--- src/hw/rtl/hpid_pkg.sv ---
package hpid_pkg;

   // Angle and gain formats.
   localparam int ANGLE_BITS     = 16;
   localparam int GAIN_FRAC_BITS = 16;
   localparam int GAIN_W         = 24;
   localparam int SUM_W          = 32;
   localparam int DRIVE_W        = 16;
   localparam int MODE_W         = 2;

   // Configuration port.
   localparam int CSR_ADDR_W = 3;
   localparam int CSR_DATA_W = 24;

   // Derived datapath widths.
   localparam int DIFF_W    = ANGLE_BITS + 1;
   localparam int ISUM_W    = SUM_W + 2;
   localparam int PROD_P_W  = ANGLE_BITS + GAIN_W;
   localparam int PROD_D_W  = DIFF_W + GAIN_W;
   localparam int PROD_I_W  = SUM_W + GAIN_W;
   localparam int ACC_W     = PROD_I_W + 1;
   localparam int DIV_SHIFT = GAIN_FRAC_BITS + 1;
   localparam int QUOT_W    = ACC_W - DIV_SHIFT;

   // Added to a negative sum before the shift so that it truncates toward zero.
   localparam logic [ACC_W-1:0] DIV_BIAS = {{(ACC_W - DIV_SHIFT){1'b0}}, {DIV_SHIFT{1'b1}}};

   localparam logic [MODE_W-1:0] MODE_P   = MODE_W'(0);
   localparam logic [MODE_W-1:0] MODE_PD  = MODE_W'(1);
   localparam logic [MODE_W-1:0] MODE_PID = MODE_W'(2);

   typedef enum logic [CSR_ADDR_W-1:0] {
      CSR_MODE  = CSR_ADDR_W'(0),
      CSR_FRONT = CSR_ADDR_W'(1),
      CSR_KP    = CSR_ADDR_W'(2),
      CSR_KI    = CSR_ADDR_W'(3),
      CSR_KD    = CSR_ADDR_W'(4)
   } csr_index_type;

   typedef struct packed {
      logic [MODE_W-1:0]            mode;
      logic [ANGLE_BITS-1:0]        front_heading;
      logic signed [GAIN_W-1:0]     kp;
      logic signed [GAIN_W-1:0]     ki;
      logic signed [GAIN_W-1:0]     kd;
   } cfg_type;

   typedef struct packed {
      logic                         action;
      logic [ANGLE_BITS-1:0]        heading;
      logic signed [ANGLE_BITS-1:0] target;
   } req_type;

   typedef struct packed {
      logic signed [ANGLE_BITS-1:0] err;
      logic signed [DIFF_W-1:0]     diff;
      logic signed [SUM_W-1:0]      isum;
      logic                         clip;
   } err_stage_type;

   typedef struct packed {
      logic signed [PROD_P_W-1:0]   prod_p;
      logic signed [PROD_D_W-1:0]   prod_d;
      logic signed [PROD_I_W-1:0]   prod_i;
      logic                         clip;
   } prod_stage_type;

   typedef struct packed {
      logic signed [ACC_W-1:0]      acc;
      logic                         clip;
   } acc_stage_type;

endpackage

--- src/hw/rtl/hpid_mac.sv ---
// Gain products in one stage, their sum in the next.
module hpid_mac
   import hpid_pkg::*;
(
   input  logic          clock,
   input  logic          reset,
   input  cfg_type       cfg,
   input  logic          err_valid,
   output logic          err_ready,
   input  err_stage_type err_word,
   output logic          acc_valid,
   input  logic          acc_ready,
   output acc_stage_type acc_word
);

   logic           c_valid_ff, c_valid_in;
   prod_stage_type c_word_ff, c_word_in;
   logic           d_valid_ff, d_valid_in;
   acc_stage_type  d_word_ff, d_word_in;
   logic           c_ready, d_ready;

   assign d_ready   = !d_valid_ff || acc_ready;
   assign c_ready   = !c_valid_ff || d_ready;
   assign err_ready = c_ready;
   assign acc_valid = d_valid_ff;
   assign acc_word  = d_word_ff;

   always_comb begin
      c_valid_in = c_ready ? err_valid : c_valid_ff;
      c_word_in  = c_word_ff;
      if (c_ready && err_valid) begin
         c_word_in.prod_p = PROD_P_W'($signed(err_word.err)) * PROD_P_W'($signed(cfg.kp));
         c_word_in.prod_d = PROD_D_W'($signed(err_word.diff)) * PROD_D_W'($signed(cfg.kd));
         c_word_in.prod_i = PROD_I_W'($signed(err_word.isum)) * PROD_I_W'($signed(cfg.ki));
         c_word_in.clip   = err_word.clip;
      end

      d_valid_in = d_ready ? c_valid_ff : d_valid_ff;
      d_word_in  = d_word_ff;
      if (d_ready && c_valid_ff) begin
         // P and D products count twice: the trapezoid halving sits in the final shift.
         d_word_in.acc  = (ACC_W'($signed(c_word_ff.prod_p)) <<< 1)
                        + (ACC_W'($signed(c_word_ff.prod_d)) <<< 1)
                        + ACC_W'($signed(c_word_ff.prod_i));
         d_word_in.clip = c_word_ff.clip;
      end
   end

   always_ff @(posedge clock) begin
      if (reset) begin
         c_valid_ff <= 1'b0;
         d_valid_ff <= 1'b0;
      end else begin
         c_valid_ff <= c_valid_in;
         d_valid_ff <= d_valid_in;
      end
   end

   always_ff @(posedge clock) begin
      c_word_ff <= c_word_in;
      d_word_ff <= d_word_in;
   end

endmodule

--- config.mk ---
export PLATFORM = sky130hd
export DESIGN_NAME = hpid_mac
export DESIGN_NICKNAME = d
export VERILOG_FILES = /design/src/hw/rtl/hpid_pkg.sv /design/src/hw/rtl/hpid_mac.sv
export SDC_FILE = /design/constraint.sdc
export NUM_CORES = 2
export LEC_CHECK = 0
export ABC_AREA = 0
export BUFFER_PORTS_ARGS = -buffer_cell sky130_fd_sc_hd__clkbuf_2
export CAP_MARGIN = 30
export CORE_MARGIN = 2
export CORE_UTILIZATION = 58
export CTS_CLUSTER_DIAMETER = 200
export DETAILED_ROUTE_END_ITERATION = 10
export PLACE_DENSITY = 0.73
export SYNTH_ARGS = -nofsm -noshare
export SYNTH_HDL_FRONTEND = slang
export SYNTH_SLANG_ARGS = --single-unit
--- constraint.sdc ---
create_clock -name clock -period 13.7 [get_ports clock]
set_input_delay 2.74 -clock clock [delete_from_list [all_inputs] [get_ports clock]]
set_output_delay 2.74 -clock clock [all_outputs]
set_load 0.02 [all_outputs]
==> results.ini <==
[outcome]
run_status=finished, final reports clean

[grt]
globalRoute.totalOverflow=0
grt_pass1_vias=50200
grt_pass1_wl_um=261000
globalRouteTotalUtil=0.287
grt_max_degree=74
grt_antenna_before_repair=2

[yosys]
synth_seq_area_share=0.0914
yosys_warnings=0
ys_async_sr_fraction=0
yosys.area.top_type_share=0.498
netlist_area_sq_um=64900
avgSynthCellArea_sq_um=9.65
synth_seq_cells=198
yosys_most_used_dff=sky130_fd_sc_hd__edfxtp_1
synth_edf_count=196
synthDistinctLibCells=84
netlist.top_cell.by_area=sky130_fd_sc_hd__fa_1
netlist_instances=6718
yosys-top-cells-area=sky130_fd_sc_hd__fa_1, sky130_fd_sc_hd__inv_1, sky130_fd_sc_hd__edfxtp_1
synthesis.nets=8893

[timing]
post-route-period-util=0.758
worstMarginPinSlew_ns=1.02
slew_viol_final=0
period_needed_ns=10.38
clk_skew_ns=0.0258
maxClockFrequency_ghz=0.0963
final-setup-viol-count=0
rsz_0062_raised_after_global_routing=false
final-hold-violation-count=0
slew-limit-headroom=0.321
total_negative_slack_for_setup_checks_ns=0

[critical_path]
worst_setup_path_start_kind=input port
worst-endpoint-required_ns=13.94
cp_max_fo=26
crit_type=input port to register
worst_setup_end_kind=register
ff2ff_path_depth=14
timing.critical_path.arrival_ns=10.62

[clock_network]
clkSlewWorstSetupHoldPaths_ns=0.08
cts.repair.resized=0
cts_max_path_buffers=3
cts_root_buf=sky130_fd_sc_hd__clkbuf_16
tritoncts=done
holdBufCountCts=0
post_cts_buffers=0
h-tree-depth=4
clock-sinks=198
clk_latency_ns=0.50
cts_buffers=25

[layout]
n_fill_cell=9336
layout.cells.most_common=sky130_fd_sc_hd__fa_1
drive_gt1_frac=0.0404
final_net_count=8860
area_growth_syn_to_layout_pct=4.07
layout_common_cells=sky130_fd_sc_hd__fa_1, sky130_fd_sc_hd__inv_1, sky130_fd_sc_hd__nand2_1

[place]
place_congestion=0.895
placement.io_buffers=201
dpl.hpwl_um=125000

[drt]
via_count=45400
drt-wirelength-per-cell_um=19.0
number_of_violations_reported_at_the_end_of_detailed_routing_iteration_0=3131
postRouteWirelength_um=156000
detail_route.first_pass.iterations=6
drt.antenna.violating_nets=0
drc=0
routed_via_density=5.55

[floorplan]
rows=122
core_sq_um=111000
initial_core_util=0.585
num_io_pins=220
floorplan.die_area_sq_um=115000
die_h_um=338
fp.dieW_um=338

[run]
max_cap_viol_count=0

[hold_path]
hold_depth=0
worst_hold_path_type=register to register

-- metal layers --
layer | track usage | part of all wire | vias up
li1 | - | - | 19800
met3 | 0.0418 | 0.069 | 390
met4 | 0.101 | 0.040 | 2
met1 | 0.374 | 0.39 | 23600
met2 | 0.491 | 0.50 | 1658
met5 | 0 | 0.000090 | -
-- kinds of logic after synthesis --
| logic type | synth area share |
|---|---|
| AOI/OAI and AO/OA | 0.0525 |
| xor gates and xnor gates | 0.0253 |
| adders and majority gates | 0.576 |
| buffers and inverters | 0.108 |
| DFF | 0.0914 |
| muxes | 0.000154 |
| and+or+nand+nor | 0.147 |
-- synth_stat cells, types with 4 or more instances --
master and count:
sky130_fd_sc_hd__fa_1 1614, sky130_fd_sc_hd__inv_1 1605, sky130_fd_sc_hd__nand2_1 896, sky130_fd_sc_hd__and2_1 675, sky130_fd_sc_hd__ha_1 401, sky130_fd_sc_hd__clkbuf_1 266
sky130_fd_sc_hd__edfxtp_1 196, sky130_fd_sc_hd__a21oi_1 152, sky130_fd_sc_hd__xnor2_1 150, sky130_fd_sc_hd__nor2_1 133, sky130_fd_sc_hd__a21o_1 93, sky130_fd_sc_hd__o21ai_0 87
sky130_fd_sc_hd__nand2b_1 62, sky130_fd_sc_hd__nand3_1 39, sky130_fd_sc_hd__xor2_1 37, sky130_fd_sc_hd__nor3_1 30, sky130_fd_sc_hd__o21a_1 26, sky130_fd_sc_hd__nor2b_1 25
sky130_fd_sc_hd__o21bai_1 21, sky130_fd_sc_hd__and3_1 18, sky130_fd_sc_hd__a211oi_1 12, sky130_fd_sc_hd__a31oi_1 12, sky130_fd_sc_hd__nand4_1 11, sky130_fd_sc_hd__o211ai_1 11
sky130_fd_sc_hd__nand3b_1 9, sky130_fd_sc_hd__a21boi_0 8, sky130_fd_sc_hd__o31ai_1 8, sky130_fd_sc_hd__a221oi_1 7, sky130_fd_sc_hd__and4_1 7, sky130_fd_sc_hd__or2_2 6
sky130_fd_sc_hd__a311oi_1 5, sky130_fd_sc_hd__a41oi_1 5, sky130_fd_sc_hd__o2111ai_1 4, sky130_fd_sc_hd__o31a_1 4, sky130_fd_sc_hd__o41ai_2 4, sky130_fd_sc_hd__or3_1 4
-- metrics by stage --
stage	cells	cell area [sq um]	hold WS, ns	setup WS (ns)	util
after floorplan	6718	64900	0.400	4.45	-
after global placement	8144	66800	0.401	3.02	0.602
after detailed placement	8144	66800	0.415	2.93	0.602
after CTS	8177	67400	0.435	3.43	0.608
after global routing	8179	67500	0.442	2.92	0.609
final	8181	67500	0.432	3.32	0.609
-- layout make-up --
type | instances | area (sq um) | share of cell area
clock buffers | 25 | 626 | 0.00927
repair buffers | 208 | 1100 | 0.0163
clock inverters | 8 | 43.8 | 0.000649
flip-flops and latches | 198 | 5930 | 0.0878
diodes | 2 | 5.00 | 0.0000742
inverters | 1606 | 6030 | 0.0893
well taps | 1488 | 1860 | 0.0276
multi-input cells | 4646 | 51900 | 0.769
-- path summary, 6_finish.rpt --
check	to	slack [ns]	start
setup / recovery	c_word_ff[51]	3.32	cfg[47]
hold / removal	acc_word[1]	0.43	c_word_ff[1]
setup reg to reg	acc_word[55]	8.56	c_word_ff[3]
hold reg to reg	acc_word[1]	0.43	c_word_ff[1]
-- critical path, cell delays in order --
cell and delay (ns):
sky130_fd_sc_hd__clkbuf_2 0.35, sky130_fd_sc_hd__clkinv_1 0.87, sky130_fd_sc_hd__nor2_1 0.37, sky130_fd_sc_hd__fa_1 0.48, sky130_fd_sc_hd__fa_1 0.51, sky130_fd_sc_hd__fa_1 0.45, sky130_fd_sc_hd__fa_1 0.52, sky130_fd_sc_hd__fa_1 0.45
sky130_fd_sc_hd__fa_1 0.53, sky130_fd_sc_hd__inv_1 0.06, sky130_fd_sc_hd__fa_1 0.53, sky130_fd_sc_hd__inv_1 0.06, sky130_fd_sc_hd__ha_1 0.34, sky130_fd_sc_hd__inv_1 0.09, sky130_fd_sc_hd__nor2_1 0.17, sky130_fd_sc_hd__and3_1 0.26
sky130_fd_sc_hd__nand3_1 0.14, sky130_fd_sc_hd__a21oi_1 0.34, sky130_fd_sc_hd__a211oi_2 0.20, sky130_fd_sc_hd__o41ai_2 0.69, sky130_fd_sc_hd__o221ai_1 0.26, sky130_fd_sc_hd__xnor2_1 0.17
-- registers in the layout, indices dropped and copies added, names as in the netlist --
register / count
c_word_ff: 138
acc_word: 58
acc_valid: 1
c_valid_ff: 1
Power is not shown: default switching activity piles up to over one toggle a cycle in this logic, so the estimate is an artifact.
