`config.mk`:
```
export PLATFORM = sky130hd
export DESIGN_NAME = hpid_out
export DESIGN_NICKNAME = d
export VERILOG_FILES = /design/src/hw/rtl/hpid_pkg.sv /design/src/hw/rtl/hpid_out.sv
export SDC_FILE = /design/constraint.sdc
export NUM_CORES = 1
export LEC_CHECK = 0
export BUFFER_PORTS_ARGS = -buffer_cell sky130_fd_sc_hd__buf_2
export CAP_MARGIN = 40
export CORE_AREA = 2 2 95 97
export DETAILED_ROUTE_END_ITERATION = 8
export DIE_AREA = 0 0 97 99
export HOLD_SLACK_MARGIN = 0.05
export MAX_ROUTING_LAYER = met4
export SLEW_MARGIN = 20
export SYNTH_ARGS = -nofsm -noshare
export SYNTH_HDL_FRONTEND = slang
export SYNTH_SLANG_ARGS = --single-unit
```
`constraint.sdc`:
```
create_clock -name clock -period 4 [get_ports clock]
set_clock_uncertainty 0.1 [all_clocks]
set_input_delay 0.4 -clock clock [delete_from_list [all_inputs] [get_ports clock]]
set_output_delay 0.4 -clock clock [all_outputs]
set_load 0.02 [all_outputs]
```
`src/hw/rtl/hpid_pkg.sv`:
```
package hpid_pkg;

   // Angle and gain formats.
   localparam int ANGLE_BITS     = 16;
   localparam int GAIN_FRAC_BITS = 16;
   localparam int GAIN_W         = 24;
   localparam int SUM_W          = 32;
   localparam int DRIVE_W        = 16;
   localparam int MODE_W         = 2;

   // Configuration port.
   localparam int CSR_ADDR_W = 3;
   localparam int CSR_DATA_W = 24;

   // Derived datapath widths.
   localparam int DIFF_W    = ANGLE_BITS + 1;
   localparam int ISUM_W    = SUM_W + 2;
   localparam int PROD_P_W  = ANGLE_BITS + GAIN_W;
   localparam int PROD_D_W  = DIFF_W + GAIN_W;
   localparam int PROD_I_W  = SUM_W + GAIN_W;
   localparam int ACC_W     = PROD_I_W + 1;
   localparam int DIV_SHIFT = GAIN_FRAC_BITS + 1;
   localparam int QUOT_W    = ACC_W - DIV_SHIFT;

   // Added to a negative sum before the shift so that it truncates toward zero.
   localparam logic [ACC_W-1:0] DIV_BIAS = {{(ACC_W - DIV_SHIFT){1'b0}}, {DIV_SHIFT{1'b1}}};

   localparam logic [MODE_W-1:0] MODE_P   = MODE_W'(0);
   localparam logic [MODE_W-1:0] MODE_PD  = MODE_W'(1);
   localparam logic [MODE_W-1:0] MODE_PID = MODE_W'(2);

   typedef enum logic [CSR_ADDR_W-1:0] {
      CSR_MODE  = CSR_ADDR_W'(0),
      CSR_FRONT = CSR_ADDR_W'(1),
      CSR_KP    = CSR_ADDR_W'(2),
      CSR_KI    = CSR_ADDR_W'(3),
      CSR_KD    = CSR_ADDR_W'(4)
   } csr_index_type;

   typedef struct packed {
      logic [MODE_W-1:0]            mode;
      logic [ANGLE_BITS-1:0]        front_heading;
      logic signed [GAIN_W-1:0]     kp;
      logic signed [GAIN_W-1:0]     ki;
      logic signed [GAIN_W-1:0]     kd;
   } cfg_type;

   typedef struct packed {
      logic                         action;
      logic [ANGLE_BITS-1:0]        heading;
      logic signed [ANGLE_BITS-1:0] target;
   } req_type;

   typedef struct packed {
      logic signed [ANGLE_BITS-1:0] err;
      logic signed [DIFF_W-1:0]     diff;
      logic signed [SUM_W-1:0]      isum;
      logic                         clip;
   } err_stage_type;

   typedef struct packed {
      logic signed [PROD_P_W-1:0]   prod_p;
      logic signed [PROD_D_W-1:0]   prod_d;
      logic signed [PROD_I_W-1:0]   prod_i;
      logic                         clip;
   } prod_stage_type;

   typedef struct packed {
      logic signed [ACC_W-1:0]      acc;
      logic                         clip;
   } acc_stage_type;

endpackage

```
`src/hw/rtl/hpid_out.sv`:
```
// Scaling toward zero, drive saturation and the result register.
module hpid_out
   import hpid_pkg::*;
(
   input  logic                      clock,
   input  logic                      reset,
   input  logic                      acc_valid,
   output logic                      acc_ready,
   input  acc_stage_type             acc_word,
   output logic                      rsp_valid,
   input  logic                      rsp_ready,
   output logic signed [DRIVE_W-1:0] rsp_drive,
   output logic                      rsp_clipped
);

   logic                      valid_ff, valid_in;
   logic signed [DRIVE_W-1:0] drive_ff, drive_in;
   logic                      clipped_ff, clipped_in;
   logic [ACC_W-1:0]          biased;
   logic [QUOT_W-1:0]         quot;
   logic                      quot_ovf, load;

   assign acc_ready   = !valid_ff || rsp_ready;
   assign load        = acc_ready && acc_valid;
   assign rsp_valid   = valid_ff;
   assign rsp_drive   = drive_ff;
   assign rsp_clipped = clipped_ff;

   always_comb begin
      biased   = acc_word.acc + (acc_word.acc[ACC_W-1] ? DIV_BIAS : '0);
      quot     = biased[ACC_W-1:DIV_SHIFT];
      quot_ovf = (quot[QUOT_W-1:DRIVE_W-1] != '0) && (quot[QUOT_W-1:DRIVE_W-1] != '1);

      valid_in   = acc_ready ? acc_valid : valid_ff;
      drive_in   = drive_ff;
      clipped_in = clipped_ff;
      if (load) begin
         if (quot_ovf) begin
            drive_in = quot[QUOT_W-1] ? {1'b1, {(DRIVE_W-1){1'b0}}}
                                      : {1'b0, {(DRIVE_W-1){1'b1}}};
         end else begin
            drive_in = quot[DRIVE_W-1:0];
         end
         clipped_in = quot_ovf || acc_word.clip;
      end
   end

   always_ff @(posedge clock) begin
      if (reset) begin
         valid_ff <= 1'b0;
      end else begin
         valid_ff <= valid_in;
      end
   end

   always_ff @(posedge clock) begin
      drive_ff   <= drive_in;
      clipped_ff <= clipped_in;
   end

endmodule

```
==> key figures, run 1 <==
Cells and area
  • Share of layout cells above drive strength 1: about a third
  • Final #Nets: ~530
  • Utilization after layout: 41.0%
  • Diodes inserted: 0
  • Fillers: approximately 900
  • Design area: about 0.0035 mm²
  • Fin cells: about 550
  • Synthesis-to-layout area growth: 38.8%

STA
  • Final setup vio count: 0
  • Tightest Pin Transition: ~0.71 ns
  • Peak Freq: roughly 260 MHz
  • Slew Limit Fails: 0
  • Max-slew headroom: between 50% and 60%
  • Hold_ws: roughly 0.20 ns
  • Min cycle time layout: roughly 3.8 ns
  • Fin crit share: roughly 96%
  • Setup tns final: 0 ns
  • Final hold viol count: 0
  • Post-route worst setup slack: between 0.15 and 0.2 ns

Synth
  • Fraction of registers with async set/reset: 0%
  • Post-Syn Nets: 397
  • Top-area cell type share of the netlist area: between 20% and 30%
  • Synth area leaders: edfxtp_1 20%, ha_1 7.9%, mux2i_1 6.3%, nand2_1 5.8%, nand4_1 4.2%
  • Synth Area per Inst: roughly 7.9 µm²
  • Synth cell types: 61
  • Number of synthesized flops with an enable pin: 17
  • Mapped Area: between 0.002 and 0.003 mm²
  • Synth Flop Type: edfxtp_1
  • Number of synthesized register bits: 18
  • Largest area contributor in the netlist: edfxtp_1
  • Syn Inst Count: about 320
  • Seq/Total Area, Yosys: 21.0%
  • Ys Warns: 0

Worst setup path
  • CP peak stage delay: about 0.54 ns
  • Crit path required time: approximately 4.0 ns
  • Critical path's slowest cell: or4_1
  • CP Max Fanout: 18
  • CP dominant cell by count: buf_4
  • Crit end category: flip-flop
  • Critical path arrival: 3.82 ns
  • Ordered list of cells on the worst path: buf_4, ha_1, buf_4, a21oi_1, o21ai_0, a32oi_1, o211ai_1, buf_4, nand3_1, o32ai_2, or4_1, or4_4, o21ai_4, buf_12, mux2i_1
  • Worst Path Class, Setup: primary input to flip-flop
  • Startpoint type of the worst setup path: primary input

Clock tree
  • Clk Latency, worst-skew pair: 0.25 ns
  • Root buf cell: clkbuf_8
  • Clk slew on worst S/H paths: roughly 0.060 ns
  • Clk buf depth: 2
  • Clock Sinks: 18
  • CTS tree: done
  • CTS H-tree depth: 1
  • Clock buffer count from CTS: 3

Pwr
  • VDD IR max: roughly 0.08 mV
  • Combinational Power Share: 45.2%
  • Seq pwr share: a little over a third
  • Pwr dens: between 150 and 200 mW/mm²
  • Cell Int Power: between 0.4 and 0.5 mW
  • Sw Share: a little over a third
  • Clock network power share: roughly a fifth
  • Post-layout total power: between 0.6 and 0.7 mW
  • Sw Pwr: 0.220 mW
  • Leak: roughly 1.4 nW

Routing
  • Residual DRC: 0
  • DR WL/cell: around 15 µm
  • Vias: 2,952
  • DRT iter0 DRCs: 120
  • Post-DRT Antenna Nets: 0
  • DRT Pass-1 Iters: 4
  • Total Wirelength: slightly above 8000 µm
  • Avg Vias per Cell: 5.33

Die
  • Die Span X: slightly below 100 µm
  • Row count: 34
  • Chip height: 99 µm
  • Initial core utilization: 29.5%
  • DIE AREA: around 0.0096 mm²
  • # IOs: 81
  • Area of the core: 0.00855 mm²

Run
  • Number of max-cap violations: 0

Placement
  • Post-DP HPWL: about 7000 µm
  • Dpl cells: between 500 and 600
  • Buffers on Ports: 80
  • Setup WS pre-CTS: -0.322 ns
  • Dpl cell area: 0.00337 mm²
  • Final GP Congestion: around 0.94

Hold path
  • Hold Path Class: primary input to flip-flop

GRT
  • First-pass GRT wire length: between 10,000 and 15,000 µm
  • Initial antenna violation count: 0
  • Vias in the first global route: 2,793
  • Largest net degree at the start of global routing: 19
  • All-Layer GR Usage: roughly 17%
  • Grt ovf: 0

Outcome
  • Status: finished, final reports clean
-- routing by layer --
metal	global-route usage [%]	up-vias	routed length, µm	part of all wire [%]
li1	-	1499	-	-
met1	23.0	1357	3960	48
met2	28.7	88	3840	46
met3	1.35	8	410	5.0
met4	2.28	0	60	0.73
met5	-	-	0	0
-- final timing paths --
check / slack [ns] / to / cells after the start / start
setup reg to reg: 2.54 / rsp_drive[6] / 2 / rsp_valid
hold / removal: 0.20 / rsp_valid / 2 / reset
setup / recovery: 0.17 / rsp_drive[1] / 15 / acc_word[57]
hold reg to reg: 0.40 / rsp_valid / 2 / rsp_valid
-- flip-flops by register name, summed over array words and instances (netlist names) --
name / cells
rsp_clipped: 1
rsp_valid: 1
rsp_drive: 16
-- layout by cell type (no fill, tap or decap), types with 7 or more instances in the layout --
cell | Yosys | final
and3_1 | 7 | 7
a21oi_1 | 19 | 18
mux2i_1 | 16 | 16
nor3_1 | 18 | 14
inv_1 | 9 | 9
xnor2_1 | 12 | 12
xor2_1 | 7 | 7
buf_2 | 0 | 79
nor2_1 | 27 | 27
nand4_1 | 17 | 17
buf_4 | 2 | 48
o211ai_1 | 8 | 8
nand2_1 | 39 | 39
o21ai_0 | 18 | 18
nand3_1 | 9 | 9
ha_1 | 16 | 14
edfxtp_1 | 17 | 17
-- critical path, delay by kind of cell --
kind                     cells  cell delay [ns]
buffers and inverters        4             0.73
AO/OA/AOI/OAI                6             0.90
AND/OR/NAND/NOR              3             1.26
multiplexers                 1             0.22
adder cells (fa/ha/maj)      1             0.30
-- area by class of cell --
| cell class | count | area [µm²] | area share [%] |
|---|---|---|---|
| Tap cell | 108 | 135 | 3.86 |
| Sequential cell | 18 | 531 | 15.1 |
| Clock buffer | 4 | 45.0 | 1.29 |
| Multi-Input combinational cell | 287 | 1980 | 56.6 |
| Inverter | 9 | 33.8 | 0.964 |
| Timing Repair Buffer | 128 | 776 | 22.1 |
-- what timing repair did --
action,4_1_cts,5_1_grt
pin swaps,1,2
setup endpoints to repair,16,16
gates resized for setup,1,11
buffers inserted,0,1
hold buffers,0,0
hold endpoints to repair,0,0
-- cell usage after synthesis, types with 3 or more instances --
master,instances
a21oi_1,19
a22oi_1,3
and2_1,3
and3_1,7
edfxtp_1,17
ha_1,16
inv_1,9
mux2i_1,16
nand2_1,39
nand2b_1,6
nand3_1,9
nand4_1,17
nor2_1,27
nor3_1,18
nor4_1,5
nor4b_1,5
o2111ai_1,3
o211ai_1,8
o21ai_0,18
o21bai_1,5
o22ai_1,3
o31ai_1,3
or4_1,3
xnor2_1,12
xor2_1,7
-- power by group through the flow --
stage	sequential, mW	combinational [mW]	clock, mW
after floorplan	0.239	0.132	0
after global placement	0.225	0.273	0
after detailed placement	0.225	0.275	0
after CTS	0.221	0.277	0.129
after global routing	0.222	0.315	0.134
final	0.221	0.286	0.126
-- cell families (layout without fill, tap and decap cells) --
| family | Yosys count | in the layout | synth area share, % |
|---|---|---|---|
| flops | 18 | 18 | 21.0 |
| xor+xnor | 19 | 19 | 6.59 |
| mux | 16 | 16 | 6.35 |
| simple gates | 156 | 156 | 33.4 |
| fa+ha+maj | 16 | 16 | 7.93 |
| buf+inv | 14 | 141 | 3.32 |
| compound gates | 80 | 80 | 21.4 |
No activity file was read; power rests on OpenSTA's default activity.
==> run 2: changes to the inputs <==
- MAX_ROUTING_LAYER: met4 -> not set
==> run 2 against run 1 <==
Clock-buffer cell count down 1; core utilization up 0.32 points; worst hold slack worse by 0.0025 ns; sequential share of layout area down 0.12 points; flip-flop and latch count unchanged; power up 0.62%; via count up 0.61%; maximum frequency up 0.40%; critical path depth up 1; register-to-register slack about the same; largest cell class unchanged; design area up 0.79%; first-iteration DRC count up 25%.
==> key figures, run 2 (synthesis gave the netlist of run 1 again) <==
Outcome
  • Status: finished, final reports clean

Clock tree
  • Clock buffer count from CTS: 3
  • Clk Latency, worst-skew pair: approximately 0.25 ns
  • Root buf cell: clkbuf_8
  • CTS tree: done
  • Clk buf depth: 2
  • CTS H-tree depth: 1
  • Clk slew on worst S/H paths: 0.06 ns
  • Clock Sinks: 18

Routing
  • Vias: about 3,000
  • Residual DRC: 0
  • Total Wirelength: roughly 8300 µm
  • DRT iter0 DRCs: 150
  • Avg Vias per Cell: ~5.4
  • Post-DRT Antenna Nets: 0
  • DR WL/cell: between 15 and 20 µm
  • DRT Pass-1 Iters: 4

STA
  • Peak Freq: 262 MHz
  • Hold_ws: approximately 0.19 ns
  • Fin crit share: around 95%
  • Slew Limit Fails: 0
  • Max-slew headroom: approximately 52%
  • Final hold viol count: 0
  • Tightest Pin Transition: between 0.7 and 0.8 ns
  • Final setup vio count: 0
  • Min cycle time layout: around 3.8 ns

Hold path
  • Hold_sp: reset
  • Worst hold endpoint: rsp_valid
  • Hold Path Class: primary input to flip-flop
  • Hold Path Stages: 2

GRT
  • Largest net degree at the start of global routing: 19
  • Grt ovf: 0
  • Initial antenna violation count: 0
  • First-pass GRT wire length: roughly 13,000 µm
  • All-Layer GR Usage: between 10% and 20%
  • Vias in the first global route: ~2,800

Cells and area
  • Max reg flops: 16
  • Most frequent cells in the layout: 79 x buf_2, 43 x buf_4, 39 x nand2_1, 27 x nor2_1, 18 x a21oi_1
  • Synthesis-to-layout area growth: 39.9%
  • Share of layout cells above drive strength 1: ~36%
  • Final #Nets: 520
  • Fillers: 876
  • Commonest non-fill, non-tap cell in the layout: buf_2
  • Utilization after layout: 41.3%
  • Diodes inserted: 0

Die
  • Row count: 34
  • Initial core utilization: between 20 and 30%
  • Chip height: about 100 µm
  • Area of the core: ~0.0086 mm²
  • DIE AREA: between 0.009 and 0.01 mm²
  • Die Span X: roughly 97 µm
  • # IOs: 81

Pwr
  • VDD IR max: ~0.081 mV
  • Combinational Power Share: a little under half
  • Leak: ~1.3 nW
  • Pwr dens: between 150 and 200 mW/mm²
  • Sw Share: 35.2%
  • Cell Int Power: roughly 0.41 mW
  • Sw Pwr: around 0.22 mW
  • Seq pwr share: 34.6%
  • Clock network power share: about 20%

Placement
  • Final GP Congestion: a little under 1
  • Buffers on Ports: 80
  • Post-DP HPWL: 6880 µm

Worst setup path
  • Crit end category: flip-flop
  • Startpoint type of the worst setup path: primary input
  • CP Max Fanout: 18
  • R2R cell count: 2
  • Crit path required time: ~4 ns
  • FF-to-FF End: rsp_drive[6]
  • Worst Path Class, Setup: primary input to flip-flop
  • Worst reg2reg setup slack: roughly 2.5 ns
  • R2r startpoint: rsp_valid
  • Critical path arrival: around 3.8 ns

Run
  • Number of max-cap violations: 0
run 2: metal layers:
layer	wire length [µm]	part of all wire, %	global-route usage [%]	up-vias
met4	146	1.8	3.58	0
li1	-	-	-	1487
met3	489	5.9	1.77	15
met2	3820	46	27.3	101
met5	0	0	0	-
met1	3830	46	23.0	1367
run 2: worst max-delay path by stage:
stage / startpoint / to / slack (ns) / cells past startpoint
global route: acc_word[57] / rsp_drive[3] / -0.03 / 16
detailed placement: acc_word[57] / rsp_drive[1] / -0.19 / 13
CTS: acc_word[57] / rsp_drive[1] / 0.06 / 13
floorplan: acc_word[16] / rsp_drive[5] / 0.12 / 12
global placement: acc_word[57] / rsp_drive[0] / -0.12 / 13
finish: acc_word[57] / rsp_drive[1] / 0.18 / 16
run 2: area by class of cell:
cell class | instances | area (µm²) | share of cell area (%)
sequential | 18 | 531 | 15.0
multi-input combinational | 287 | 2050 | 58.0
timing repair buffer | 123 | 738 | 20.9
inverter | 9 | 33.8 | 0.957
clock inverter | 1 | 3.75 | 0.106
clock buffer | 3 | 41.3 | 1.17
tap | 108 | 135 | 3.83
run 2: repair_timing:
item | in CTS | in global routing
buffers inserted | 0 | 1
hold buffers | 0 | 0
resized for setup | 0 | 22
endpoints found under the setup margin | 0 | 16
run 2: stage by stage:
step,cell area [µm²],setup slack [ns],total power [mW],TNS [ns],instances
global placement,3340,-0.122,0.494,-1.78,544
CTS,3380,0.0608,0.623,0,548
finish,3530,0.183,0.637,0,549
detailed placement,3340,-0.185,0.496,-2.60,544
global route,3530,-0.0260,0.681,-0.0682,549
floorplan,2520,0.122,0.371,0,319
run 2: worst max-delay path, stage by stage:
cell	delay [ns]
buf_4	0.27
ha_1	0.31
o21ai_0	0.25
a22oi_2	0.13
a22oi_2	0.20
o211a_1	0.24
buf_4	0.23
nor2_1	0.08
buf_4	0.13
xnor2_1	0.14
nor3_1	0.14
nand4_1	0.12
or4_4	0.56
o21ai_4	0.18
buf_12	0.18
mux2i_1	0.22
run 2: power by group through the flow:
stage | Clock, mW | Sequential [mW] | Combinational, mW
finish | 0.126 | 0.221 | 0.291
global placement | 0 | 0.225 | 0.269
CTS | 0.130 | 0.221 | 0.273
global route | 0.138 | 0.222 | 0.321
floorplan | 0 | 0.239 | 0.132
detailed placement | 0 | 0.225 | 0.271
