--- src/hw/rtl/hpid_pkg.sv ---
package hpid_pkg;

   // Angle and gain formats.
   localparam int ANGLE_BITS     = 16;
   localparam int GAIN_FRAC_BITS = 16;
   localparam int GAIN_W         = 24;
   localparam int SUM_W          = 32;
   localparam int DRIVE_W        = 16;
   localparam int MODE_W         = 2;

   // Configuration port.
   localparam int CSR_ADDR_W = 3;
   localparam int CSR_DATA_W = 24;

   // Derived datapath widths.
   localparam int DIFF_W    = ANGLE_BITS + 1;
   localparam int ISUM_W    = SUM_W + 2;
   localparam int PROD_P_W  = ANGLE_BITS + GAIN_W;
   localparam int PROD_D_W  = DIFF_W + GAIN_W;
   localparam int PROD_I_W  = SUM_W + GAIN_W;
   localparam int ACC_W     = PROD_I_W + 1;
   localparam int DIV_SHIFT = GAIN_FRAC_BITS + 1;
   localparam int QUOT_W    = ACC_W - DIV_SHIFT;

   // Added to a negative sum before the shift so that it truncates toward zero.
   localparam logic [ACC_W-1:0] DIV_BIAS = {{(ACC_W - DIV_SHIFT){1'b0}}, {DIV_SHIFT{1'b1}}};

   localparam logic [MODE_W-1:0] MODE_P   = MODE_W'(0);
   localparam logic [MODE_W-1:0] MODE_PD  = MODE_W'(1);
   localparam logic [MODE_W-1:0] MODE_PID = MODE_W'(2);

   typedef enum logic [CSR_ADDR_W-1:0] {
      CSR_MODE  = CSR_ADDR_W'(0),
      CSR_FRONT = CSR_ADDR_W'(1),
      CSR_KP    = CSR_ADDR_W'(2),
      CSR_KI    = CSR_ADDR_W'(3),
      CSR_KD    = CSR_ADDR_W'(4)
   } csr_index_type;

   typedef struct packed {
      logic [MODE_W-1:0]            mode;
      logic [ANGLE_BITS-1:0]        front_heading;
      logic signed [GAIN_W-1:0]     kp;
      logic signed [GAIN_W-1:0]     ki;
      logic signed [GAIN_W-1:0]     kd;
   } cfg_type;

   typedef struct packed {
      logic                         action;
      logic [ANGLE_BITS-1:0]        heading;
      logic signed [ANGLE_BITS-1:0] target;
   } req_type;

   typedef struct packed {
      logic signed [ANGLE_BITS-1:0] err;
      logic signed [DIFF_W-1:0]     diff;
      logic signed [SUM_W-1:0]      isum;
      logic                         clip;
   } err_stage_type;

   typedef struct packed {
      logic signed [PROD_P_W-1:0]   prod_p;
      logic signed [PROD_D_W-1:0]   prod_d;
      logic signed [PROD_I_W-1:0]   prod_i;
      logic                         clip;
   } prod_stage_type;

   typedef struct packed {
      logic signed [ACC_W-1:0]      acc;
      logic                         clip;
   } acc_stage_type;

endpackage

--- src/hw/rtl/hpid_err.sv ---
// Input register, heading error, and the integral/previous-error state.
module hpid_err
   import hpid_pkg::*;
(
   input  logic          clock,
   input  logic          reset,
   input  cfg_type       cfg,
   input  logic          req_valid,
   output logic          req_ready,
   input  req_type       req_word,
   output logic          err_valid,
   input  logic          err_ready,
   output err_stage_type err_word
);

   logic                         a_valid_ff, a_valid_in;
   req_type                      a_word_ff, a_word_in;
   logic                         b_valid_ff, b_valid_in;
   err_stage_type                b_word_ff, b_word_in;
   logic signed [SUM_W-1:0]      error_sum_ff, error_sum_in;
   logic signed [ANGLE_BITS-1:0] last_error_ff, last_error_in;

   logic                         a_ready, b_ready, a_move;
   logic signed [ANGLE_BITS-1:0] err;
   logic signed [ISUM_W-1:0]     isum_raw;
   logic signed [SUM_W-1:0]      isum_sat;
   logic                         isum_ovf, use_d, use_i;

   assign b_ready   = !b_valid_ff || err_ready;
   assign a_ready   = !a_valid_ff || b_ready;
   assign a_move    = a_valid_ff && b_ready;
   assign req_ready = a_ready;
   assign err_valid = b_valid_ff;
   assign err_word  = b_word_ff;

   always_comb begin
      // Modulo a full turn, read as two's complement: the wrap to a signed half turn.
      err = ANGLE_BITS'(a_word_ff.heading - a_word_ff.target - cfg.front_heading);
      isum_raw = ISUM_W'(error_sum_ff) + ISUM_W'(err) + ISUM_W'(last_error_ff);
      isum_ovf = (isum_raw[ISUM_W-1:SUM_W-1] != '0) && (isum_raw[ISUM_W-1:SUM_W-1] != '1);
      if (isum_ovf) begin
         isum_sat = isum_raw[ISUM_W-1] ? {1'b1, {(SUM_W-1){1'b0}}}
                                       : {1'b0, {(SUM_W-1){1'b1}}};
      end else begin
         isum_sat = isum_raw[SUM_W-1:0];
      end
      use_d = cfg.mode != MODE_P;
      use_i = cfg.mode >= MODE_PID;

      a_valid_in    = a_ready ? req_valid : a_valid_ff;
      a_word_in     = (a_ready && req_valid) ? req_word : a_word_ff;
      b_valid_in    = b_ready ? a_valid_ff : b_valid_ff;
      b_word_in     = b_word_ff;
      error_sum_in  = error_sum_ff;
      last_error_in = last_error_ff;

      if (a_move) begin
         if (a_word_ff.action) begin
            error_sum_in  = '0;
            last_error_in = '0;
            b_word_in     = '0;
         end else begin
            last_error_in = err;
            if (use_i) begin
               error_sum_in = isum_sat;
            end
            b_word_in.err  = err;
            b_word_in.diff = use_d ? DIFF_W'(err) - DIFF_W'(last_error_ff) : '0;
            b_word_in.isum = use_i ? isum_sat : '0;
            b_word_in.clip = use_i && isum_ovf;
         end
      end
   end

   always_ff @(posedge clock) begin
      if (reset) begin
         a_valid_ff    <= 1'b0;
         b_valid_ff    <= 1'b0;
         error_sum_ff  <= '0;
         last_error_ff <= '0;
      end else begin
         a_valid_ff    <= a_valid_in;
         b_valid_ff    <= b_valid_in;
         error_sum_ff  <= error_sum_in;
         last_error_ff <= last_error_in;
      end
   end

   always_ff @(posedge clock) begin
      a_word_ff <= a_word_in;
      b_word_ff <= b_word_in;
   end

endmodule

--- config.mk ---
export PLATFORM = sky130hd
export DESIGN_NAME = hpid_err
export DESIGN_NICKNAME = d
export VERILOG_FILES = /design/src/hw/rtl/hpid_pkg.sv /design/src/hw/rtl/hpid_err.sv
export SDC_FILE = /design/constraint.sdc
export NUM_CORES = 1
export LEC_CHECK = 0
export BUFFER_PORTS_ARGS = -buffer_cell sky130_fd_sc_hd__buf_2
export CAP_MARGIN = 0
export CORE_ASPECT_RATIO = 0.6
export CORE_MARGIN = 8
export CORE_UTILIZATION = 30
export CTS_BUF_LIST = sky130_fd_sc_hd__clkbuf_2
export DETAILED_ROUTE_END_ITERATION = 10
export SYNTH_ARGS = -nofsm -noshare
export SYNTH_HDL_FRONTEND = slang
export SYNTH_SLANG_ARGS = --single-unit
--- constraint.sdc ---
create_clock -name clock -period 7.1 [get_ports clock]
set_clock_uncertainty 0.15 [all_clocks]
set_input_delay 0.71 -clock clock [delete_from_list [all_inputs] [get_ports clock]]
set_output_delay 0.71 -clock clock [all_outputs]
set_load 0.03 [all_outputs]
==> flow_metrics.env, run 1 <==
export IMPL_startpoint="a_word_ff[2]$_DFFE_PP_"
export IMPL_number_of_antenna_violations_at_the_first_check_in_global_routing=0
export IMPL_totalWireLength_mm=28.1
export IMPL_critPathArrivalTime_ns=7.22
export IMPL_run_status="completed"
export IMPL_rrSetupSlack_ns=0.36
export IMPL_synthesis_area_mm2=0.00989
export IMPL_vias=7992
export IMPL_grt_pass1_wl_mm=43.6
export IMPL_maximum_capacitance_violations=0
export IMPL_grt_max_degree=49
export IMPL_cts_root_to_sink_buffers=2
export IMPL_grt_use_total_pct=14.1
export IMPL_post_synth_top_area_cell="edfxtp_1"
export IMPL_average_footprint_of_a_synthesized_cell_um2=10.3
export IMPL_place_ws_ns=-0.318
export IMPL_tritoncts_num_buffers=17
export IMPL_post_place_cells=1520
export IMPL_ys_warnings_count=0
export IMPL_synth_sequential_area_ratio_pct=40.2
export IMPL_dr_first_iter_drc_count=753
export IMPL_dieWidth_um=250
export IMPL_postLayoutSetupSlackWorst_ns=0.363
export IMPL_cts_tree="yes"
export IMPL_critical_path_n_buffers_inverters=5
export IMPL_cts_root_buf="clkbuf_2"
export IMPL_grt_pass1_vias=7543
export IMPL_clkSlewWorstSetupHoldPaths_ns=0.26
export IMPL_hold_path_startpoint="reset"
export IMPL_layout_drive_gt1_share_pct=20.3
export IMPL_placement_rows=51
export IMPL_die_area_mm2=0.0392
export IMPL_synth_ff_type="edfxtp_1"
export IMPL_static_leakage_power_nw=5.21
export IMPL_final_slew_violations=0
export IMPL_critical_path_startpoint_type="flop"
export IMPL_crit_path_max_fanout=6
export IMPL_h_tree_depth=4
export IMPL_final_power_mw=4.21
export IMPL_grt_setup_unrepaired="no"
export IMPL_core_region_area_mm2=0.0324
export IMPL_critPathMaxStageDelay_ns=0.43
export IMPL_n_antenna_cell=0
export IMPL_drt_pre_antenna_iters=5
export IMPL_final_cell_mix="buf_2 (122), edfxtp_1 (99), inv_1 (98), a21oi_1 (68)"
export IMPL_timing_critical_path_required_ns=7.58
export IMPL_detailed_place_hpwl_mm=21.7
export IMPL_synth_top_cell_area_share_pct=30.1
export IMPL_cpMaxStageDelayCell="fa_1"
export IMPL_globalRoute_totalOverflow=0
export IMPL_relSlewSlack_pct=22.5
export IMPL_vias_per_cell=5.01
export IMPL_final_setup_viol_count=0
export IMPL_cp_top_family="compound AO/OA/AOI/OAI gates"
export IMPL_reg2reg_from="a_word_ff[2]$_DFFE_PP_"
export IMPL_final_min_clock_period_ns=6.74
export IMPL_area_delta_synth_final_pct=21.1
export IMPL_gpl_final_weighted_congestion=0.921
export IMPL_final_common_cell="buf_2"
export IMPL_drc=0
export IMPL_synth_edf_count=99
export IMPL_yosys_top_cells_area="edfxtp_1 (30%), dfxtp_1 (10%), fa_1 (9.9%)"
export IMPL_ant_nets=0
export IMPL_synth_cell_types=75
export IMPL_floorplan_initialDensity_pct=30.5
export IMPL_cp_common_cell="buf_4"
export IMPL_timing_critical_path_to_type="flop"
export IMPL_setup_worst_path_class="reg -> reg"
export IMPL_maxClockFrequency_mhz=148
export IMPL_measured_slew_at_the_worst_slew_check_pin_ns=1.16
export IMPL_power_density_cell_area_mw_per_mm2=351
export IMPL_cts_sinks=149
export IMPL_max_vdd_ir_drop_mv=0.120
export IMPL_finish_cell_count_without_fillers=1594
export IMPL_post_route_period_util_pct=94.9
export IMPL_synth_async_reset_ratio_pct=0
export IMPL_synthCells=959
export IMPL_hold_viol=0
export IMPL_floorplan_io_pins=195
export IMPL_clock_latency_ns=0.82
export IMPL_buffer_ports_inserted=122
export IMPL_wire_per_inst_um=17.6
export IMPL_min_delay_path_class="in -> reg"
export IMPL_mappedNetlistNets=1200
export IMPL_dieHeight_um=157
export IMPL_final_net_count=1398
export IMPL_ys_ff_latch=149
==> area by class of cell <==
type	instances	area, µm²
Fill cell	3243	20400
Multi-Input combinational cell	672	5350
Clock buffer	18	90.1
Sequential cell	149	3970
Clock inverter	14	176
Inverter	99	373
Tap cell	424	531
Timing Repair Buffer	218	1480
==> worst min-delay path, stage by stage <==
cell     delay, ns
buf_2         0.08
buf_4         0.34
a21oi_1       0.07
==> metal layers <==
layer	share of wire (%)	track usage (%)	routed length [µm]	vias up
li1	-	-	-	3843
met1	52	22.1	14700	3864
met2	40	19.1	11400	260
met3	5.9	3.20	1670	25
met4	1.2	3.23	344	0
met5	0	0	0	-
==> report_power, final <==
group	internal, mW	total [mW]	switching [mW]
sequential	1.07	1.11	0.0460
combinational	0.991	2.55	1.56
clock	0.203	0.549	0.346
==> path summary, 6_finish.rpt <==
kind                            cells after the start                            end
worst min register to register                      2  last_error_ff[6]$_SDFFE_PP0P_
worst max-delay path                               25      err_word[7]$_SDFFCE_PP0P_
worst max register to register                     25      err_word[7]$_SDFFCE_PP0P_
worst min-delay path                                3  last_error_ff[0]$_SDFFE_PP0P_
==> cell families after synthesis <==
kind of cell | synth area share [%]
compound gates | 19.4
simple gates | 11.4
flops | 40.2
buf+inv | 5.82
fa+ha+maj | 18.1
xor+xnor | 4.96
mux | 0.101
==> synth_stat cells (3+ instances only) <==
cell,number
a211o_1,19
a211oi_1,22
a21o_1,16
a21oi_1,68
a221o_1,6
a22o_1,5
a311oi_1,7
a31oi_1,6
and2_1,5
and3_1,12
buf_2,7
buf_4,3
buf_6,5
clkbuf_1,23
dfxtp_1,50
edfxtp_1,99
fa_1,49
ha_1,65
inv_1,99
nand2_1,65
nand2b_1,11
nand3_1,13
nand4_1,6
nor2_1,62
nor2b_1,14
nor3_1,16
nor4_1,3
nor4b_1,3
o211ai_1,12
o21a_1,5
o21ai_0,44
o21ai_1,11
o21bai_1,12
o31ai_1,3
o32ai_1,3
or3_1,9
xnor2_1,29
xor2_1,27
==> registers in the layout, indices dropped and copies added (netlist names) <==
signal	count
a_valid_ff	1
err_word	66
last_error_ff	16
a_word_ff	33
err_valid	1
error_sum_ff	32
==> through the flow <==
stage | util (%) | area (µm²) | TNS (ns) | hold WS, ns
final | 36.9 | 12000 | 0 | 0.234
after global placement | 34.8 | 11300 | -12.14 | 0.292
after floorplan | - | 9890 | 0 | 0.285
after detailed placement | 34.8 | 11300 | -13.81 | 0.302
after CTS | 36.7 | 11900 | 0 | 0.0572
after global routing | 36.9 | 12000 | 0 | 0.161
==> what timing repair did <==
item	4_1_cts	5_1_grt
resized for setup	0	1
endpoints found under the hold margin	35	0
setup buffers	0	6
hold buffers	36	0
setup endpoints to repair	0	63
(Power assumes the default switching activity.)
==> inputs of run 2 (changes only) <==
==> constraint.sdc (replaced) <==
create_clock -name clock -period 6.55 [get_ports clock]
set_clock_uncertainty 0.15 [all_clocks]
set_input_delay 0.655 -clock clock [delete_from_list [all_inputs] [get_ports clock]]
set_output_delay 0.655 -clock clock [all_outputs]
set_load 0.03 [all_outputs]
==> run 2 against run 1 <==
Non-clock buffer count grew 87. Die area is the same. Sequential power rose by 9%. Sequential share of layout area down 2.0 points. Largest cell class unchanged.
==> flow_metrics.env, run 2 (synthesis gave the netlist of run 1 again) <==
export IMPL_cts_root_to_sink_buffers=2
export IMPL_routedLengthMet1_mm=15.1
export IMPL_measured_slew_at_the_worst_slew_check_pin_ns=1.17
export IMPL_floorplan_initialDensity_pct=30.5
export IMPL_drt_pre_antenna_iters=5
export IMPL_cp_common_cell="buf_4"
export IMPL_die_area_mm2=0.0392
export IMPL_maximum_capacitance_violations=0
export IMPL_largest_register_ff_count=66
export IMPL_totalNegativeSetupSlack_ns=0
export IMPL_cts_root_buf="clkbuf_2"
export IMPL_final_net_count=1485
export IMPL_floorplan_io_pins=195
export IMPL_hold_viol=0
export IMPL_setup_worst_path_class="reg -> reg"
export IMPL_critical_path_startpoint_type="flop"
export IMPL_vias_per_cell=4.90
export IMPL_layout_drive_gt1_share_pct=27.0
export IMPL_critical_path_n_buffers_inverters=6
export IMPL_power_density_cell_area_mw_per_mm2=393
export IMPL_totalWireLength_mm=29.3
export IMPL_run_status="completed"
export IMPL_ant_nets=0
export IMPL_timing_critical_path_required_ns=7.16
export IMPL_relSlewSlack_pct=21.1
export IMPL_final_common_cell="buf_4"
export IMPL_detailed_place_hpwl_mm=22.7
export IMPL_critPathArrivalTime_ns=6.90
export IMPL_layout_filler_cells=3206
export IMPL_postLayoutSetupSlackWorst_ns=0.262
export IMPL_wl_met3_mm=2.02
export IMPL_timing_critical_path_to_type="flop"
export IMPL_cts_tree="yes"
export IMPL_vias=8245
export IMPL_dr_first_iter_drc_count=687
export IMPL_grt_pass1_vias=8235
export IMPL_number_of_antenna_violations_at_the_first_check_in_global_routing=1
export IMPL_core_region_area_mm2=0.0324
export IMPL_grt_setup_unrepaired="no"
export IMPL_dieHeight_um=157
export IMPL_buffer_ports_inserted=122
export IMPL_final_setup_viol_count=0
export IMPL_dieWidth_um=250
export IMPL_place_ws_ns=-0.728
export IMPL_min_delay_path_class="in -> reg"
export IMPL_crit_path_max_fanout=3
export IMPL_placement_rows=51
export IMPL_cpMaxStageDelayCell="edfxtp_1"
export IMPL_top_layer_used="met4"
export IMPL_wire_per_inst_um=17.4
export IMPL_final_min_clock_period_ns=6.29
export IMPL_globalRoute_totalOverflow=0
export IMPL_max_vdd_ir_drop_mv=0.150
export IMPL_final_slew_violations=0
export IMPL_cp_top_family="compound AO/OA/AOI/OAI gates"
export IMPL_grt_max_degree=51
export IMPL_post_route_period_util_pct=96.0
export IMPL_cts_sinks=149
export IMPL_area_delta_synth_final_pct=28.8
export IMPL_clkSlewWorstSetupHoldPaths_ns=0.23
export IMPL_drc=0
export IMPL_final_cell_mix="buf_4 (142), buf_2 (122), edfxtp_1 (99), inv_1 (98), a21oi_1 (66)"
export IMPL_gpl_final_weighted_congestion=0.902
export IMPL_clock_latency_ns=0.85
export IMPL_h_tree_depth=4
export IMPL_grt_use_total_pct=14.9
export IMPL_critPathMaxStageDelay_ns=0.42
export IMPL_route_met2_wl_mm=12.0
export IMPL_tritoncts_num_buffers=17
export IMPL_grt_pass1_wl_mm=46.1
export IMPL_static_leakage_power_nw=5.65
export IMPL_maxClockFrequency_mhz=159
[run 2: where the power goes]
part	switching (mW)	leakage (nW)	internal, mW	total [mW]
logic	1.79	4.13	1.35	3.14
registers	0.0505	1.36	1.15	1.21
clock network	0.369	0.172	0.292	0.661
[run 2: per-layer routing]
metal	vias to the layer above	global-route usage, %
met2	226	21.0
met1	3994	22.2
met5	-	0
met4	0	2.46
li1	4016	-
met3	9	4.64
[run 2: through the flow]
step,util (%),total power [mW],instances,hold slack (ns),area [µm²]
after detailed placement,36.7,4.21,1608,0.299,11900
after global placement,36.7,4.18,1608,0.292,11900
after CTS,38.8,4.92,1676,0.106,12600
after global routing,39.3,5.37,1683,0.103,12700
after floorplan,-,3.08,959,0.285,9890
final,39.3,5.01,1683,0.194,12700
[run 2: area by class of cell]
cell class / count / area (µm²) / share of cell area, %
multi-input combinational: 672 / 5440 / 42.7
sequential: 149 / 3970 / 31.2
timing repair buffer: 305 / 2110 / 16.6
tap: 424 / 531 / 4.17
inverter: 99 / 373 / 2.93
clock inverter: 13 / 205 / 1.61
clock buffer: 19 / 95.1 / 0.747
antenna: 2 / 5.00 / 0.0393
[run 2: what timing repair did]
item / CTS / global route
setup endpoints to repair: 61 / 65
resized for setup: 2 / 26
endpoints found under the hold margin: 35 / 0
pin swaps: 2 / 10
setup buffers: 0 / 5
hold buffers: 36 / 0
[run 2: worst paths after layout]
check	depth (start not counted)	slack [ns]	to	startpoint
worst min register to register	2	0.32	last_error_ff[7]$_SDFFE_PP0P_	last_error_ff[7]$_SDFFE_PP0P_
worst max register to register	27	0.26	error_sum_ff[29]$_SDFFE_PP0P_	a_word_ff[2]$_DFFE_PP_
worst min-delay path	2	0.19	last_error_ff[1]$_SDFFE_PP0P_	reset
worst max-delay path	27	0.26	error_sum_ff[29]$_SDFFE_PP0P_	a_word_ff[2]$_DFFE_PP_
